==> src/rtl/ilra_ram.sv <==
// generic single write port ram with registered read
module ilra_ram #(
  parameter int WIDTH = 8,
  parameter int DEPTH = 16
) (
  input  logic                     clk,
  input  logic                     we,
  input  logic [$clog2(DEPTH)-1:0] waddr,
  input  logic [WIDTH-1:0]         wdata,
  input  logic [$clog2(DEPTH)-1:0] raddr,
  output logic [WIDTH-1:0]         rdata
);

  logic [WIDTH-1:0] mem [DEPTH];

  // write port and registered read port
  always_ff @(posedge clk) begin
    if (we) begin
      mem[waddr] <= wdata;
    end
    rdata <= mem[raddr];
  end

endmodule

==> config.mk <==
export PLATFORM = sky130hd
export DESIGN_NAME = ilra_ram
export DESIGN_NICKNAME = d
export VERILOG_FILES = /design/src/rtl/ilra_ram.sv
export SDC_FILE = /design/constraint.sdc
export NUM_CORES = 1
export LEC_CHECK = 0
export ABC_AREA = 1
export BUFFER_PORTS_ARGS = -buffer_cell sky130_fd_sc_hd__buf_2
export CORE_MARGIN = 4
export CORE_UTILIZATION = 55
export DETAILED_ROUTE_END_ITERATION = 8
export PLACE_DENSITY = 0.86
export SLEW_MARGIN = 20
export SYNTH_ARGS = -nofsm -noshare
export SYNTH_HDL_FRONTEND = slang
export SYNTH_SLANG_ARGS = --single-unit
==> constraint.sdc <==
create_clock -name clk -period 0.91 [get_ports clk]
set_input_delay 0.0455 -clock clk [delete_from_list [all_inputs] [get_ports clk]]
set_output_delay 0.0455 -clock clk [all_outputs]
set_load 0.005 [all_outputs]
==> flow_summary.json <==
{
  "max_freq_ghz": 0.974,
  "holdCritPathClass": "in2reg",
  "syn-cell-area_sq_um": 5770,
  "cts_buffers": 17,
  "rows": 37,
  "crit_arrival_ns": 0.98,
  "crit_fanout": 1,
  "antenna_found_initial": 0,
  "drt-initial-drc-count": 336,
  "wire_per_inst_microns": 18.5,
  "dp_hpwl_mm": 8.50,
  "syn_nets": 569,
  "rrSetupSlack_ns": -0.08,
  "crit_cells": 1,
  "status": "complete, but fails checks",
  "ys_seq_area_frac": 0.694,
  "violations": "negative setup slack",
  "p_per_area_nw_per_um2": 1970,
  "r2r_end": "rdata[3]",
  "netlist_instances": 551,
  "place_area_sq_um": 6250,
  "synth_warnings": 0,
  "reg2reg_depth": 6,
  "drt-total-wl_mm": 14.1,
  "required_ns": 0.86,
  "setup_ws_ns": -0.116,
  "preCtsSetupSlack_ns": -0.249,
  "skew_ns": 0.00502,
  "worstHoldEndpoint": "rdata[6]",
  "clockRootBuffer": "clkbuf_8",
  "fin_nets": 632,
  "layout_min_cycle_time_ns": 1.03,
  "htreeDepth": 4,
  "core_sq_um": 10300,
  "die_w_microns": 110,
  "p_leak_nw": 3.12,
  "grt_pass1_wl_mm": 21.4,
  "drc": 0,
  "fin_hold_ws_ns": 0.139,
  "cp_cell_sequence": "buf_2",
  "diodes": 0,
  "clk_pin_slew_ns": 0.06,
  "startpoint_type": "flop",
  "mostFrequentLayoutCells": "nand2_1, edfxtp_1, inv_1",
  "critical-path-top-delay-family": "flip-flops",
  "min_from": "raddr[1]",
  "grt_pass1_vias": 4060,
  "grt_start_max_net_pins": 33,
  "crit_path_end_kind": "output port",
  "portBuffers": 25,
  "yosysUniqueCellTypes": 12,
  "drive_above_1_share": 0.271,
  "stdcell_area_sq_um": 7230,
  "worstReg2RegStart": "mem[5][3]",
  "ys_ff_latch": 136,
  "vias": 4112,
  "maxSlewViolCount": 0,
  "area_delta_synth_final_pct": 25.3,
  "fillers": 671,
  "rsz0062_at_grt": "yes",
  "cp_slowest_stage_delay_ns": 0.35,
  "drtPass1Iterations": 6,
  "avgSynthCellArea_sq_um": 10.5,
  "die_h_microns": 110,
  "boundaryPins": 26,
  "slew_headroom": 0.705,
  "final_common_cell": "nand2_1",
  "clk_path_buf_depth": 2,
  "report.final.setup_viol": 16,
  "clk_latency_ns": 0.51,
  "grt_overflow": 0,
  "path_buf_inv": 1,
  "start_util": 0.561,
  "grt_use_total": 0.244,
  "via_per_inst": 5.39,
  "crit_slowest_cell": "dfxtp_2",
  "worst_pin_slew_ns": 0.442,
  "clock-sinks": 136,
  "ant_nets": 0,
  "layout_worst_path_cycle_share": 1.13,
  "criticalPathCategory": "reg2out",
  "maxCapViolations": 0,
  "dieArea_sq_um": 12200,
  "cts_tree": "done",
  "holdPathStages": 6,
  "p_total_mw": 14.2,
  "ir_worst_vdd_v": 0.00118,
  "hold_viol": 0,
  "routabilityCongestion": 0.941
}
## cell usage after synthesis
cell type / n / area [sq um]
buf_1: 1 / 3.75
buf_2: 13 / 65.1
nand2_1: 173 / 649
buf_6: 6 / 67.6
nand3_1: 97 / 485
inv_2: 2 / 7.51
dfxtp_1: 8 / 160
inv_1: 100 / 375
nor2_1: 17 / 63.8
buf_4: 4 / 30.0
edfxtp_1: 128 / 3840
nand3b_1: 2 / 15.0
## sequential cells by signal, indices dropped and copies added (netlist names)
name	flops
rdata	8
mem	128
## metal layers
layer / global-route usage / up-vias / wire, microns
li1: - / 1903 / -
met1: 0.305 / 1976 / 5210
met2: 0.423 / 197 / 7450
met3: 0.0536 / 36 / 1160
met4: 0.0818 / 0 / 315
met5: 0 / - / 0
## cell families after synthesis
logic type / Yosys count / synth area share
buf+inv: 126 / 0.0952
flops: 136 / 0.694
simple gates: 289 / 0.210
## worst reg2reg max path, cell delays in order (launching register included)
cell      delay (ns)
edfxtp_1        0.35
inv_1           0.06
nand2_1         0.05
nand3_1         0.13
nand3_2         0.10
nand3_2         0.11
nand2_2         0.07
## stage by stage
step                      TNS, ns   util  std cells
after detailed placement   -15.59  0.608        721
after floorplan             -6.88      -        551
final                       -1.02  0.703        763
after CTS                  -0.854  0.685        763
after global routing        -1.59  0.703        763
after global placement     -10.89  0.608        721
## report_power, final
group	internal [mW]	switching (mW)	total (mW)
clock network	3.56	2.48	6.04
logic	0.400	0.725	1.12
registers	7.01	0.0564	7.07
## cell type report
type                       instances  area [sq um]  area share
tap                              136           170      0.0235
sequential                       136          4010       0.555
clock inverter                    15           111      0.0154
timing repair buffer              68           586      0.0810
inverter                         102           383      0.0530
clock buffer                      17           414      0.0573
multi-input combinational        289          1550       0.215
## worst max path at each step
stage / to / startpoint
after floorplan: mem[10][0] / waddr[2]
after global placement: rdata[0] / raddr[0]
after detailed placement: rdata[6] / raddr[0]
after CTS: rdata[7] / rdata[7]
after global routing: rdata[0] / rdata[0]
final: rdata[7] / rdata[7]
## what timing repair did
| item | 4_1_cts | 5_1_grt |
|---|---|---|
| hold buffers | 10 | 0 |
| pin swaps | 26 | 25 |
| gates cloned | 0 | 0 |
| endpoints found under the hold margin | 135 | 0 |
| gates resized for setup | 38 | 45 |
| setup endpoints to repair | 16 | 16 |
| setup buffers | 0 | 0 |
No activity file was read; power rests on OpenSTA's default activity.
